$ cat src/hdl/deti_pkg.sv
// ----------------------------------------------------------------------------
// deti_pkg
// Shared types and constants of the depth-energy table interpolator.
// ----------------------------------------------------------------------------
package deti_pkg;

  // Table geometry and fixed-point format.
  localparam int TABLE_DEPTH = 1024;
  localparam int IDX_W       = 10;
  localparam int CNT_W       = 11;
  localparam int MAX_LAYERS  = 16;
  localparam int RANGE_W     = 5;
  localparam int FRAC_BITS   = 16;
  localparam int FRAC_W      = FRAC_BITS + 1;
  localparam int DCNT_W      = 4;
  localparam int PROD_W      = 32 + FRAC_W;

  // Configuration port.
  localparam int CFG_IDX_W  = 2;
  localparam int CFG_DATA_W = 16;
  localparam logic [CFG_IDX_W-1:0] CFG_DEPTH_GROWS = 2'd0;
  localparam logic [CFG_IDX_W-1:0] CFG_RANGE_COUNT = 2'd1;
  localparam logic [CFG_IDX_W-1:0] CFG_MIN_GAP     = 2'd2;

  // Item kinds.
  localparam logic [1:0] KIND_LOAD = 2'd0;
  localparam logic [1:0] KIND_FIND = 2'd1;
  localparam logic [1:0] KIND_NEXT = 2'd2;

  typedef struct packed {
    logic [1:0]  kind;
    logic [31:0] energy;
    logic [31:0] variance;
    logic [31:0] depth_pos;
    logic [3:0]  layer;
    logic        last_entry;
    logic [9:0]  start_index;
    logic [3:0]  prev_layer;
    logic        going_deeper;
  } in_item_t;

  typedef struct packed {
    logic [31:0] out_depth;
    logic [3:0]  out_layer;
    logic [31:0] out_energy;
    logic [31:0] out_variance;
    logic [9:0]  next_start;
    logic        status;
  } out_item_t;

  typedef struct packed {
    logic [31:0] energy;
    logic [31:0] variance;
    logic [31:0] depth;
    logic [3:0]  layer;
  } entry_t;

  typedef enum logic [4:0] {
    ST_IDLE, ST_BCLR, ST_BFIRST, ST_BSCAN, ST_BEND,
    ST_FRD0, ST_FCUR, ST_FSCAN, ST_FRDLO, ST_FRDHI, ST_FCAPHI,
    ST_FCLAMP, ST_FDIFF, ST_FGAP, ST_FDIV, ST_FMULD, ST_FMULV, ST_FADDV,
    ST_FOUT, ST_FSHORT, ST_NSEL, ST_NRD, ST_NCAP, ST_NOUT, ST_NEMPTY
  } ctl_state_t;

  typedef enum logic [4:0] {
    OP_NOP, OP_ACCEPT, OP_BCLR, OP_BFIRST, OP_BSCAN, OP_BEND,
    OP_FCUR, OP_FSCAN, OP_FRDLO, OP_FRDHI, OP_FCAPHI, OP_FCLAMP,
    OP_FDIFF, OP_FGAP, OP_FDIV, OP_FMULD, OP_FMULV, OP_FADDV,
    OP_OUT_FIND, OP_OUT_SHORT, OP_NSEL, OP_NCAP, OP_OUT_NEXT, OP_OUT_EMPTY
  } dp_op_t;

  typedef enum logic [2:0] {
    RD_IDX, RD_IDX_P1, RD_IDX_P2, RD_LO, RD_ZERO
  } rd_sel_t;

  typedef struct packed {
    dp_op_t  op;
    rd_sel_t rd_sel;
  } ctl_cmd_t;

  typedef struct packed {
    logic short_tab;
    logic empty_tab;
    logic cur_last;
    logic scan_last;
    logic scan_stop;
    logic need_div;
    logic div_done;
    logic out_busy;
  } dp_stat_t;

endpackage

$ cat src/hdl/deti_ctrl.sv
// ----------------------------------------------------------------------------
// deti_ctrl
// Sequencer for loads, range build, find and next-range queries.
// ----------------------------------------------------------------------------
module deti_ctrl (
  input  logic                clk,
  input  logic                rst_n,
  input  logic                in_valid,
  input  logic [1:0]          in_kind,
  input  logic                in_last,
  input  deti_pkg::dp_stat_t  stat,
  output logic                in_ready,
  output deti_pkg::ctl_cmd_t  cmd
);

  deti_pkg::ctl_state_t state_r, state_nxt;

  // State register.
  always_ff @(posedge clk) begin
    if (!rst_n) begin
      state_r <= deti_pkg::ST_IDLE;
    end else begin
      state_r <= state_nxt;
    end
  end

  // Next state and datapath commands.
  always_comb begin
    state_nxt  = state_r;
    in_ready   = 1'b0;
    cmd.op     = deti_pkg::OP_NOP;
    cmd.rd_sel = deti_pkg::RD_IDX;
    unique case (state_r)
      deti_pkg::ST_IDLE: begin
        in_ready = 1'b1;
        if (in_valid) begin
          cmd.op = deti_pkg::OP_ACCEPT;
          priority if (in_kind == deti_pkg::KIND_LOAD) begin
            state_nxt = in_last ? deti_pkg::ST_BCLR : deti_pkg::ST_IDLE;
          end else if (in_kind == deti_pkg::KIND_FIND) begin
            state_nxt = stat.short_tab ? deti_pkg::ST_FSHORT : deti_pkg::ST_FRD0;
          end else if (in_kind == deti_pkg::KIND_NEXT) begin
            state_nxt = stat.empty_tab ? deti_pkg::ST_NEMPTY : deti_pkg::ST_NSEL;
          end else begin
            state_nxt = deti_pkg::ST_IDLE;
          end
        end
      end
      // Range build: one entry per cycle.
      deti_pkg::ST_BCLR: begin
        cmd.op     = deti_pkg::OP_BCLR;
        cmd.rd_sel = deti_pkg::RD_ZERO;
        state_nxt  = deti_pkg::ST_BFIRST;
      end
      deti_pkg::ST_BFIRST: begin
        cmd.op     = deti_pkg::OP_BFIRST;
        cmd.rd_sel = deti_pkg::RD_IDX_P1;
        state_nxt  = stat.cur_last ? deti_pkg::ST_BEND : deti_pkg::ST_BSCAN;
      end
      deti_pkg::ST_BSCAN: begin
        cmd.op     = deti_pkg::OP_BSCAN;
        cmd.rd_sel = deti_pkg::RD_IDX_P1;
        if (stat.cur_last) begin
          state_nxt = deti_pkg::ST_BEND;
        end
      end
      deti_pkg::ST_BEND: begin
        cmd.op    = deti_pkg::OP_BEND;
        state_nxt = deti_pkg::ST_IDLE;
      end
      // Find: scan, fetch the bracketing pair, clamp, divide if needed, interpolate.
      deti_pkg::ST_FRD0: begin
        state_nxt = deti_pkg::ST_FCUR;
      end
      deti_pkg::ST_FCUR: begin
        cmd.op     = deti_pkg::OP_FCUR;
        cmd.rd_sel = deti_pkg::RD_IDX_P1;
        state_nxt  = stat.cur_last ? deti_pkg::ST_FRDLO : deti_pkg::ST_FSCAN;
      end
      deti_pkg::ST_FSCAN: begin
        cmd.op     = deti_pkg::OP_FSCAN;
        cmd.rd_sel = deti_pkg::RD_IDX_P2;
        if (stat.scan_stop || stat.scan_last) begin
          state_nxt = deti_pkg::ST_FRDLO;
        end
      end
      deti_pkg::ST_FRDLO: begin
        cmd.op     = deti_pkg::OP_FRDLO;
        cmd.rd_sel = deti_pkg::RD_LO;
        state_nxt  = deti_pkg::ST_FRDHI;
      end
      deti_pkg::ST_FRDHI: begin
        cmd.op    = deti_pkg::OP_FRDHI;
        state_nxt = deti_pkg::ST_FCAPHI;
      end
      deti_pkg::ST_FCAPHI: begin
        cmd.op    = deti_pkg::OP_FCAPHI;
        state_nxt = deti_pkg::ST_FCLAMP;
      end
      deti_pkg::ST_FCLAMP: begin
        cmd.op    = deti_pkg::OP_FCLAMP;
        state_nxt = deti_pkg::ST_FDIFF;
      end
      deti_pkg::ST_FDIFF: begin
        cmd.op    = deti_pkg::OP_FDIFF;
        state_nxt = deti_pkg::ST_FGAP;
      end
      deti_pkg::ST_FGAP: begin
        cmd.op    = deti_pkg::OP_FGAP;
        state_nxt = stat.need_div ? deti_pkg::ST_FDIV : deti_pkg::ST_FMULD;
      end
      deti_pkg::ST_FDIV: begin
        cmd.op = deti_pkg::OP_FDIV;
        if (stat.div_done) begin
          state_nxt = deti_pkg::ST_FMULD;
        end
      end
      deti_pkg::ST_FMULD: begin
        cmd.op    = deti_pkg::OP_FMULD;
        state_nxt = deti_pkg::ST_FMULV;
      end
      deti_pkg::ST_FMULV: begin
        cmd.op    = deti_pkg::OP_FMULV;
        state_nxt = deti_pkg::ST_FADDV;
      end
      deti_pkg::ST_FADDV: begin
        cmd.op    = deti_pkg::OP_FADDV;
        state_nxt = deti_pkg::ST_FOUT;
      end
      deti_pkg::ST_FOUT: begin
        if (!stat.out_busy) begin
          cmd.op    = deti_pkg::OP_OUT_FIND;
          state_nxt = deti_pkg::ST_IDLE;
        end
      end
      deti_pkg::ST_FSHORT: begin
        if (!stat.out_busy) begin
          cmd.op    = deti_pkg::OP_OUT_SHORT;
          state_nxt = deti_pkg::ST_IDLE;
        end
      end
      // Next range: look up the range start and read that entry.
      deti_pkg::ST_NSEL: begin
        cmd.op    = deti_pkg::OP_NSEL;
        state_nxt = deti_pkg::ST_NRD;
      end
      deti_pkg::ST_NRD: begin
        state_nxt = deti_pkg::ST_NCAP;
      end
      deti_pkg::ST_NCAP: begin
        cmd.op    = deti_pkg::OP_NCAP;
        state_nxt = deti_pkg::ST_NOUT;
      end
      deti_pkg::ST_NOUT: begin
        if (!stat.out_busy) begin
          cmd.op    = deti_pkg::OP_OUT_NEXT;
          state_nxt = deti_pkg::ST_IDLE;
        end
      end
      deti_pkg::ST_NEMPTY: begin
        if (!stat.out_busy) begin
          cmd.op    = deti_pkg::OP_OUT_EMPTY;
          state_nxt = deti_pkg::ST_IDLE;
        end
      end
      default: begin
        state_nxt = deti_pkg::ST_IDLE;
      end
    endcase
  end

endmodule

$ cat config.mk
export PLATFORM = sky130hd
export DESIGN_NAME = deti_ctrl
export DESIGN_NICKNAME = d
export VERILOG_FILES = /design/src/hdl/deti_pkg.sv /design/src/hdl/deti_ctrl.sv
export SDC_FILE = /design/constraint.sdc
export NUM_CORES = 1
export LEC_CHECK = 0
export BUFFER_PORTS_ARGS = -buffer_cell sky130_fd_sc_hd__buf_2
export CORE_UTILIZATION = 40
export CTS_BUF_LIST = sky130_fd_sc_hd__clkbuf_8
export CTS_CLUSTER_SIZE = 24
export DETAILED_ROUTE_END_ITERATION = 8
export PLACE_DENSITY_LB_ADDON = 0.05
export SLEW_MARGIN = 5
export SYNTH_ARGS = -nofsm -noshare
export SYNTH_HDL_FRONTEND = slang
export SYNTH_SLANG_ARGS = --single-unit
$ cat constraint.sdc
create_clock -name clk -period 2.1 [get_ports clk]
set_clock_uncertainty 0.2 [all_clocks]
set_input_delay 0.42 -clock clk [delete_from_list [all_inputs] [get_ports clk]]
set_output_delay 0.42 -clock clk [all_outputs]
set_load 0.01 [all_outputs]
* Yosys cells after proc, flatten, opt, wreduce, memory -nomap -nowiden
Cells that the tools add are included.
Storage, ports and cells: flip-flop bits (word level) 5, input port bits 14, output and inout bits 9, logic and storage cells 61
Cells by class: equal/unequal tests 31, muxes and demuxes 23, reduce and logical (&&, ||, !) cells 6
Operators by type and width (number):
- 5-bit one-hot mux with 23 select lines | 1
- 5-bit one-hot mux with 21 select lines | 1
- 5-bit two-way mux | 13
- 5-bit == test, second input constant | 9
- 5-bit by 4-bit == test with 1-bit output, second input constant | 8
- 5-bit by 3-bit == test with 1-bit output, second input constant | 4
- 3-bit one-hot mux with 4 select lines | 1
- 5-bit by 2-bit == test with 1-bit output, second input constant | 2
- 2-bit inequality test, second input constant | 5
- 4-bit two-way mux | 2
- 5-bit by 1-bit == test with 1-bit output, second input constant | 1
- 5-bit logical NOT | 1
- 5-bit AND reduction | 1
- 1-bit two-way mux | 4
- 4-bit OR reduction | 1
- 3-bit two-way mux | 1
- 3-bit OR reduction | 1
- 2-bit by 1-bit == test with 1-bit output, second input constant | 1
- 2-bit == test, second input constant | 1
- 2-bit logical NOT | 1
- 1-bit logical OR | 1

* Depth between registers and ports, before layout
Gate-level depths: netlist of run 1.
depth after elaboration 6, gate-level depth with buffers 7, gate-level depth less buffers 5

* Worst setup path before layout of run 1
Ideal clock, no wire load.
kind reg-to-output, start reg state_r[2], end out cmd[1] (netlist bit), data arrival time 1357 ps, data required time 1480 ps, setup slack 123 ps, stages on the path, launching flop included 6, buffers on the path 3, cells stage by stage dfxtp_1 > buf_2 > buf_2 > buf_2 > or3_1 > a21oi_1
RTL lines:
- start, declared | RTL line deti_ctrl.sv:16 | deti_pkg::ctl_state_t state_r, state_nxt;
- start signal, assigned | RTL line deti_ctrl.sv:21 | state_r <= deti_pkg::ST_IDLE;
- start signal, assigned | RTL line deti_ctrl.sv:23 | state_r <= state_nxt;
- end, declared | RTL line deti_ctrl.sv:13 | output deti_pkg::ctl_cmd_t cmd

==> impl_metrics.csv, run 1 <==
group,metric,value,unit
pwr,clkPwrFrac,10.8,%
timing,max_slew_margin,69.1,%
cells_and_area,largest_reg_flops,5,
critical_path,crit_type,"reg -> out",
cells_and_area,layout-drive-gt1-share,33.3,%
cells_and_area,final_cells,189,
cells_and_area,reg_top3,"state_r x5",
global_route,grt_use_total,23.8,%
cts,clkTransAtPathRegs,0.04,ns
critical_path,startpoint_type,"flip-flop",
min_path,hold_class,"in -> reg",
logic_synthesis,yosysUniqueCellTypes,43,
logic_synthesis,synth-xor-area-share,1.03,%
pwr,seqPwrFrac,12.8,%
critical_path,cp.arrival,1.43,ns
job,maxCapViolations,0,
placement,placed_cell_area,1040,um^2
logic_synthesis,syn_nets,146,
cts,clock_latency,0.23,ns
logic_synthesis,yosysTopAreaCell,"dfxtp_1",
global_route,grtUsageMet2,34.9,%
placement,port_buffers,22,
pwr,p_leak,0.520,nW
logic_synthesis,synth-simple-area-share,37.3,%
logic_synthesis,syn_avg_cell_area,6.44,um^2
cts,cts_tree,"done",
logic_synthesis,synthAdderAreaFrac,0,%
logic_synthesis,synth_compound_area_share,36.4,%
global_route,grtUsageMet3,5.28,%
die,chipWidth,48.1,um
global_route,overflow,0,
timing,min_period,2.05,ns
timing,finalHoldViolCount,0,
pwr,switchingPower,0.000778,W
pwr,powerDensity,1460,nW/um^2
route,vias,1058,
placement,pre_cts_ws,0.0946,ns
route,first_iter_violations,37,
die,num_io_pins,23,
global_route,grt.busiest_layer,"met2",
cells_and_area,design_area,1140,um^2
cells_and_area,mostFrequentLayoutCells,"buf_2 (22), nor2_1 (19), buf_4 (13)",
die,dieArea,2310,um^2
global_route,globalRouteMet1Util,34.5,%
cells_and_area,final_common_cell,"buf_2",
pwr,combPwrFrac,76.4,%
global_route,antenna_found_initial,0,
logic_synthesis,synth_top_family_by_area,"simple AND/OR/NAND/NOR gates",
cts,cts_root_buf,"clkbuf_8",
placement,dp_hpwl,1.75,mm
timing,postLayoutSetupSlackWorst,0.0477,ns
route,routedWlPerCell,12.7,um
cells_and_area,n_antenna_cell,0,
cells_and_area,regMostFlops,"state_r",
global_route,grt_max_degree,17,
placement,placed_cells,183,
logic_synthesis,ys_warn_count,0,
timing,max_freq,487,MHz
logic_synthesis,postSynthCellCount,132,
logic_synthesis,yosysSeqAreaShare,11.8,%
route,via_per_inst,5.60,
cells_and_area,fin_nets,177,
cts,cts_max_level,1,
pwr,power,0.00167,W
cells_and_area,areaGrowthSynthToFinish,34.6,%
critical_path,path_max_fanout,14,
cts,clock_path_buffers,2,
run_status,run_status,"complete, no violations",
die,initial_core_util,42.9,%
die,die_h,48.1,um
timing,rsz0062_at_grt,"yes",
timing,setup_viol,0,
route,totalWireLength,2.40,mm
timing,fin_tns_setup,0,ns
die,num_rows,16,
cts,clock-sinks,5,
critical_path,cp-end-kind,"output pin",
pwr,power.internal,0.000887,W
global_route,grt_pass1_wl,3.78,mm
route,firstDrtPassIters,4,
placement,place.gp.congestion,0.840,
cts,cts_buffers,3,
die,coreArea,1980,um^2
timing,worst_pin_slew,0.452,ns
timing,period_share,97.7,%
critical_path,required,1.48,ns
logic_synthesis,synth.area.top_cells,"dfxtp_1 (12%), nand2b_1 (8.8%), nor2_1 (8.8%)",
logic_synthesis,synth_top_area_share,11.8,%
logic_synthesis,synth_area,850,um^2
logic_synthesis,synthMuxAreaShare,5.30,%
route,ant_nets,0,
global_route,grt_pass1_vias,837,
pwr,ir_worst_vdd,0.000773,V
timing,finalMaxSlewViolations,0,
logic_synthesis,postSynthRegisterBits,5,
pwr,switching_share,46.7,%
route,drc_errors,0,
==> metal layers <==
layer	part of all wire [%]	routed length (um)
met1	49	1180
met2	44	1050
met3	5.8	140
met4	1.4	34
met5	0	0
==> final cells by class <==
class                   count  area (um^2)
clock inverters             1         3.75
multi-input cells         112          684
well taps                  27         33.8
clock buffers               3         41.3
inverters                   2         7.51
repair buffers             39          262
flip-flops and latches      5          111
fillers                   198          838
==> critical path, cell delays in order (launching register included) <==
cell and delay (ns):
dfxtp_4 0.38, or3b_4 0.40, a21oi_2 0.16, nor2_1 0.07, nor2_1 0.07, buf_2 0.13
==> timing repair <==
item | 4_1_cts | 5_1_grt
setup buffers | 0 | 2
pin swaps | 0 | 1
endpoints found under the setup margin | 4 | 6
resized for setup | 3 | 9
hold buffers | 0 | 0
==> through the flow <==
stage	utilization (%)	hold WS [ns]
final	57.7	0.304
after global routing	57.7	0.323
after CTS	55.2	0.310
after detailed placement	52.7	0.411
after global placement	52.7	0.374
after floorplan	-	0.354
==> synthesized netlist by cell type <==
cell type and instances:
a2111oi_0 1, a211oi_1 3, a21bo_2 1, a21o_1 1, a21oi_1 7, a21oi_2 1, a22o_1 1, a22oi_1 2
a31o_1 1, a31oi_1 1, a32o_1 2, and2_1 1, buf_2 11, clkbuf_1 2, dfxtp_1 5, inv_1 2
mux2_4 1, mux2i_1 3, nand2_1 11, nand2b_1 12, nand3_1 3, nand3b_1 1, nor2_1 20, nor2b_1 2
nor3_1 4, nor3b_1 2, nor4_1 1, nor4b_1 1, o211a_1 1, o211a_2 1, o211ai_1 1, o21ai_0 7
o21ai_1 2, o21bai_1 2, o22a_1 1, o22ai_1 3, o31a_1 3, o31ai_1 1, o41ai_1 1, or2_2 1
or3_1 3, or3b_1 1, xor2_1 1
==> worst paths after layout <==
path,start,to,slack (ns),depth (start not counted)
worst max-delay path,state_r[0],cmd[0],0.05,5
worst min-delay path,rst_n,state_r[2],0.30,3
worst max register to register,state_r[0],state_r[3],0.16,6
worst min register to register,state_r[1],state_r[1],0.35,2
==> power groups by stage <==
stage / clock network (W) / logic [W] / registers (W)
finish: 0.000180 / 0.00127 / 0.000213
global route: 0.000188 / 0.00141 / 0.000221
CTS: 0.000183 / 0.00119 / 0.000200
detailed placement: 0 / 0.00118 / 0.000197
global placement: 0 / 0.00118 / 0.000198
floorplan: 0 / 0.000885 / 0.000153
==> kinds of logic after synthesis <==
family          Yosys count
compound gates           44
xor+xnor                  1
buf+inv                  15
mux                       4
simple gates             63
flops                     5
(Power assumes the default switching activity.)
==> run 2, diff against run 1 <==
==> constraint.sdc (replaced) <==
create_clock -name clk -period 2.1 [get_ports clk]
set_clock_uncertainty 0.2 [all_clocks]
set_input_delay 0.105 -clock clk [delete_from_list [all_inputs] [get_ports clk]]
set_output_delay 0.105 -clock clk [all_outputs]
set_load 0.01 [all_outputs]
==> run 2 against run 1 <==
Clock power hardly changed. Combinational power is 6% lower. Design area is 5.9% lower. Wire length is 4.0% higher. Die area stayed put. Register-to-register slack better by 0.02 ns. Sequential share of layout area is 0.20 points lower. Hold slack worse by 0.30 ns. Cell count is 2.1% lower. Sequential power hardly changed. Count of clock-buffer cells in the layout stayed put. Critical endpoint is now state_r[3]. Largest power group unchanged.
==> impl_metrics.csv, run 2 (synthesis results as in run 1) <==
group,metric,value,unit
pwr,clkPwrFrac,11.4,%
pwr,p_leak,0.491,nW
cells_and_area,fin_nets,173,
timing,min_period,1.92,ns
critical_path,cp-end-kind,"flip-flop",
timing,finalMaxSlewViolations,0,
cts,post_cts_resized,0,
critical_path,required,2.02,ns
route,via_per_inst,5.78,
run_status,run_status,"complete, no violations",
die,coreArea,1980,um^2
job,maxCapViolations,0,
die,die_h,48.1,um
timing,finalHoldViolCount,0,
cells_and_area,areaGrowthSynthToFinish,26.7,%
critical_path,startpoint,"state_r[1]",
cts,clock_path_buffers,2,
cells_and_area,regMostFlops,"state_r",
placement,placed_cells,181,
placement,dp_hpwl,1.93,mm
route,firstDrtPassIters,4,
critical_path,cp.arrival,1.84,ns
timing,worst_pin_slew,0.359,ns
global_route,grt_max_degree,17,
route,ant_nets,0,
route,routedWlPerCell,13.5,um
cells_and_area,mostFrequentLayoutCells,"buf_2 (22), nor2_1 (20), buf_4 (13)",
pwr,seqPwrFrac,13.5,%
cts,cts_root_buf,"clkbuf_8",
die,initial_core_util,42.9,%
die,chipWidth,48.1,um
cts,clock-sinks,5,
cells_and_area,n_antenna_cell,0,
route,drc_errors,0,
cells_and_area,layout-drive-gt1-share,28.5,%
cts,postCtsSetupBuffers,0,
pwr,switching_share,48.7,%
placement,port_buffers,22,
min_path,hold_class,"in -> reg",
cts,cts_buffers,3,
cells_and_area,multi_input_area,679,um^2
timing,setup_viol,0,
global_route,grt_pass1_vias,859,
cts,cts_tree,"done",
critical_path,path_max_fanout,9,
timing,max_freq,520,MHz
cells_and_area,reg_top3,"state_r x5",
placement,place.gp.congestion,0.880,
timing,fin_tns_setup,0,ns
cells_and_area,final_cells,185,
cts,clock_latency,0.23,ns
die,num_io_pins,23,
global_route,grt_use_total,24.1,%
critical_path,startpoint_type,"flip-flop",
cts,clkTransAtPathRegs,0.04,ns
die,num_rows,16,
cells_and_area,fillers,202,
timing,max_slew_margin,75.4,%
min_path,hold_start,"rst_n",
route,vias,1069,
die,dieArea,2310,um^2
critical_path,r2r_start,"state_r[1]",
cts,cts_max_level,1,
pwr,power.internal,0.000814,W
cells_and_area,final_common_cell,"buf_2",
timing,period_share,91.5,%
pwr,powerDensity,1470,nW/um^2
global_route,overflow,0,
cells_and_area,seqCellArea,103,um^2
critical_path,crit_type,"reg -> reg",
pwr,ir_worst_vdd,0.000690,V
pwr,combPwrFrac,75.1,%
pwr,switchingPower,0.000772,W
global_route,grt_pass1_wl,3.78,mm
route,first_iter_violations,20,
cts,ctsHoldBuffers,0,
timing,rsz0062_at_grt,"no",
global_route,antenna_found_initial,0,
cells_and_area,largest_reg_flops,5,
route,totalWireLength,2.49,mm
-- run 2: path summary, 6_finish.rpt --
kind	endpoint	slack (ns)	cells after the start
hold reg to reg	state_r[2]	0.33	2
setup / recovery	state_r[3]	0.18	5
setup reg to reg	state_r[3]	0.18	5
hold / removal	state_r[2]	0.003	3
-- run 2: routing by layer --
layer / GRT usage [%] / wire [um] / vias up
met5: 0 / 0 / -
met4: 10.0 / 43 / 0
met3: 3.40 / 123 / 5
met2: 38.9 / 1120 / 33
met1: 31.9 / 1200 / 496
li1: - / - / 535
-- run 2: area by class of cell --
type	instances	area share [%]
Inverter	2	0.698
Clock buffer	3	3.84
Multi-Input combinational cell	112	63.1
Tap cell	27	3.14
Timing Repair Buffer	35	19.3
Sequential cell	5	9.53
Clock inverter	1	0.349
-- run 2: power by group through the flow --
| stage | registers [W] | clock network (W) | logic, W |
|---|---|---|---|
| after floorplan | 0.000153 | 0 | 0.000885 |
| after global placement | 0.000210 | 0 | 0.00118 |
| after detailed placement | 0.000208 | 0 | 0.00118 |
| after CTS | 0.000207 | 0.000185 | 0.00119 |
| after global routing | 0.000224 | 0.000191 | 0.00132 |
| final | 0.000214 | 0.000181 | 0.00119 |
-- run 2: critical path, cell delays in order (launching register included) --
cell	delay [ns]
dfxtp_1	0.51
or3b_1	0.18
a21oi_2	0.06
o21bai_1	0.24
o211a_2	0.31
mux2_4	0.31
-- run 2: per-stage QoR --
| step | total power, W | hold WS [ns] | util, % | area (um^2) | worst slack (ns) |
|---|---|---|---|---|---|
| after global routing | 0.00173 | 0.0162 | 54.3 | 1080 | 0.0904 |
| after CTS | 0.00158 | 0.000485 | 54.2 | 1070 | 0.119 |
| after floorplan | 0.00104 | 0.0392 | - | 850 | 0.336 |
| after global placement | 0.00138 | 0.245 | 51.9 | 1030 | 0.194 |
| final | 0.00159 | 0.00264 | 54.3 | 1080 | 0.178 |
| after detailed placement | 0.00139 | 0.240 | 51.9 | 1030 | 0.192 |
==> run 3, diff against run 2 <==
GPL_TIMING_DRIVEN = 0   (was unset)
PLACE_DENSITY_LB_ADDON = unset   (was 0.05)
==> run 3 against run 2 <==
Register-to-register slack lost 0.05 ns. First-iteration DRC count grew 15%. Sequential share of layout area grew 0.31 points. Highest routed layer unchanged.
==> impl_metrics.csv, run 3 (synthesis results as in run 1) <==
group,metric,value,unit
route,drc_errors,0,
critical_path,worstRegToRegCells,6,
cells_and_area,fin_nets,171,
cells_and_area,n_antenna_cell,0,
critical_path,crit_type,"reg -> out",
route,firstDrtPassIters,4,
cts,cts_tree,"done",
timing,finalHoldViolCount,0,
cells_and_area,layout-drive-gt1-share,27.6,%
timing,fin_tns_setup,0,ns
die,num_rows,16,
cells_and_area,mostFrequentLayoutCells,"buf_2 (30), nor2_1 (20), nand2b_1 (12)",
cts,clock-sinks,5,
route,ant_nets,0,
die,initial_core_util,42.9,%
timing,min_period,2.01,ns
cts,clkTransAtPathRegs,0.03,ns
min_path,whs_path_depth,2,
critical_path,path_max_fanout,10,
die,die_h,48.1,um
pwr,ir_worst_vdd,0.000976,V
cts,cts_root_buf,"clkbuf_8",
critical_path,r2r_start,"state_r[3]",
critical_path,cp.arrival,1.71,ns
min_path,hold_start,"rst_n",
route,via_per_inst,5.76,
run_status,run_status,"complete, no violations",
global_route,grt_pass1_wl,3.97,mm
global_route,grt_use_total,25.3,%
timing,finalMaxSlewViolations,0,
pwr,powerDensity,1480,nW/um^2
placement,dp_hpwl,1.86,mm
timing,setup_viol,0,
min_path,hold_class,"in -> reg",
cells_and_area,multi_input_area,681,um^2
job,maxCapViolations,0,
cells_and_area,seqCellArea,103,um^2
cells_and_area,final_util,52.6,%
cts,clock_latency,0.22,ns
cts,ctsHoldBuffers,0,
timing,period_share,95.9,%
placement,place.gp.congestion,0.839,
timing,max_slew_margin,76.0,%
min_path,hold_end,"state_r[4]",
timing,whs,0.0100,ns
critical_path,startpoint_type,"flip-flop",
global_route,grt_pass1_vias,844,
die,num_io_pins,23,
route,routedWlPerCell,13.5,um
placement,port_buffers,22,
critical_path,timing.rr.end,"state_r[3]",
timing,worst_pin_slew,0.359,ns
timing,rsz0062_at_grt,"yes",
die,coreArea,1980,um^2
cts,cts_max_level,1,
route,first_iter_violations,23,
pwr,p_leak,0.480,nW
critical_path,ff2ff_setup_slack,0.13,ns
timing,max_freq,496,MHz
cts,cts_buffers,3,
route,vias,1054,
route,totalWireLength,2.47,mm
global_route,overflow,0,
critical_path,required,1.79,ns
cells_and_area,areaGrowthSynthToFinish,22.7,%
global_route,antenna_found_initial,0,
critical_path,cp-end-kind,"output pin",
cells_and_area,largest_reg_flops,5,
cells_and_area,fillers,231,
global_route,grt_max_degree,20,
cts,clock_path_buffers,2,
die,dieArea,2310,um^2
cells_and_area,reg_top3,"state_r x5",
cts,postCtsSetupBuffers,0,
die,chipWidth,48.1,um
cells_and_area,regMostFlops,"state_r",
cells_and_area,final_common_cell,"buf_2",
run 3: cell count changes in the layout (fill, tap and decap cells not counted):
cell       previous run  this run
buf_4                13         2
a2111oi_0             1         0
buf_2                22        30
clkbuf_4              0         1
a2111oi_1             0         1
run 3: where the power goes:
part	total, W	switching [W]	leakage (nW)	internal [W]
Sequential	0.000183	0.0000468	0.0417	0.000136
Clock	0.000170	0.0000453	0.0269	0.000125
Combinational	0.00119	0.000678	0.411	0.000509
Total	0.00154	0.000771	0.480	0.000770
run 3: worst max-delay path, stage by stage (launching register included):
cell,delay [ns]
dfxtp_1,0.30
buf_2,0.18
buf_4,0.19
buf_4,0.18
or3_1,0.37
a21oi_1,0.12
buf_2,0.14
run 3: metal layers:
metal | share of wire, % | track usage [%] | up-vias
met3 | 7.5 | 2.26 | 5
met5 | 0 | 0 | -
li1 | - | - | 530
met4 | 1.8 | 11.7 | 0
met1 | 46 | 38.5 | 476
met2 | 44 | 35.1 | 43
run 3: cell type report:
type	count	area share, %
timing repair buffer	22	10.6
clock buffer	3	3.96
clock inverter	1	0.360
multi-input combinational	112	65.3
inverter	2	0.720
tap	27	3.24
sequential	5	9.84
buffer	11	6.00
run 3: worst max-delay path by stage:
stage | end | start
4_1_cts | cmd[1] | state_r[2]
6_report | cmd[1] | state_r[2]
2_1_floorplan | state_r[3] | state_r[3]
3_5_place_dp | state_r[3] | state_r[3]
3_3_place_gp | state_r[3] | state_r[3]
5_1_grt | cmd[4] | state_r[2]
run 3: repair_timing:
item,CTS,global route
endpoints found under the setup margin,3,6
endpoints found under the hold margin,0,0
gates resized for setup,0,8
run 3: per-stage QoR:
| stage | std cells | cell area, um^2 | total power, W | setup slack, ns |
|---|---|---|---|---|
| floorplan | 132 | 850 | 0.00104 | 0.336 |
| global placement | 181 | 993 | 0.00134 | 0.135 |
| detailed placement | 181 | 993 | 0.00135 | 0.146 |
| CTS | 183 | 1030 | 0.00152 | 0.0275 |
| global route | 183 | 1040 | 0.00171 | -0.0271 |
| finish | 183 | 1040 | 0.00154 | 0.0858 |
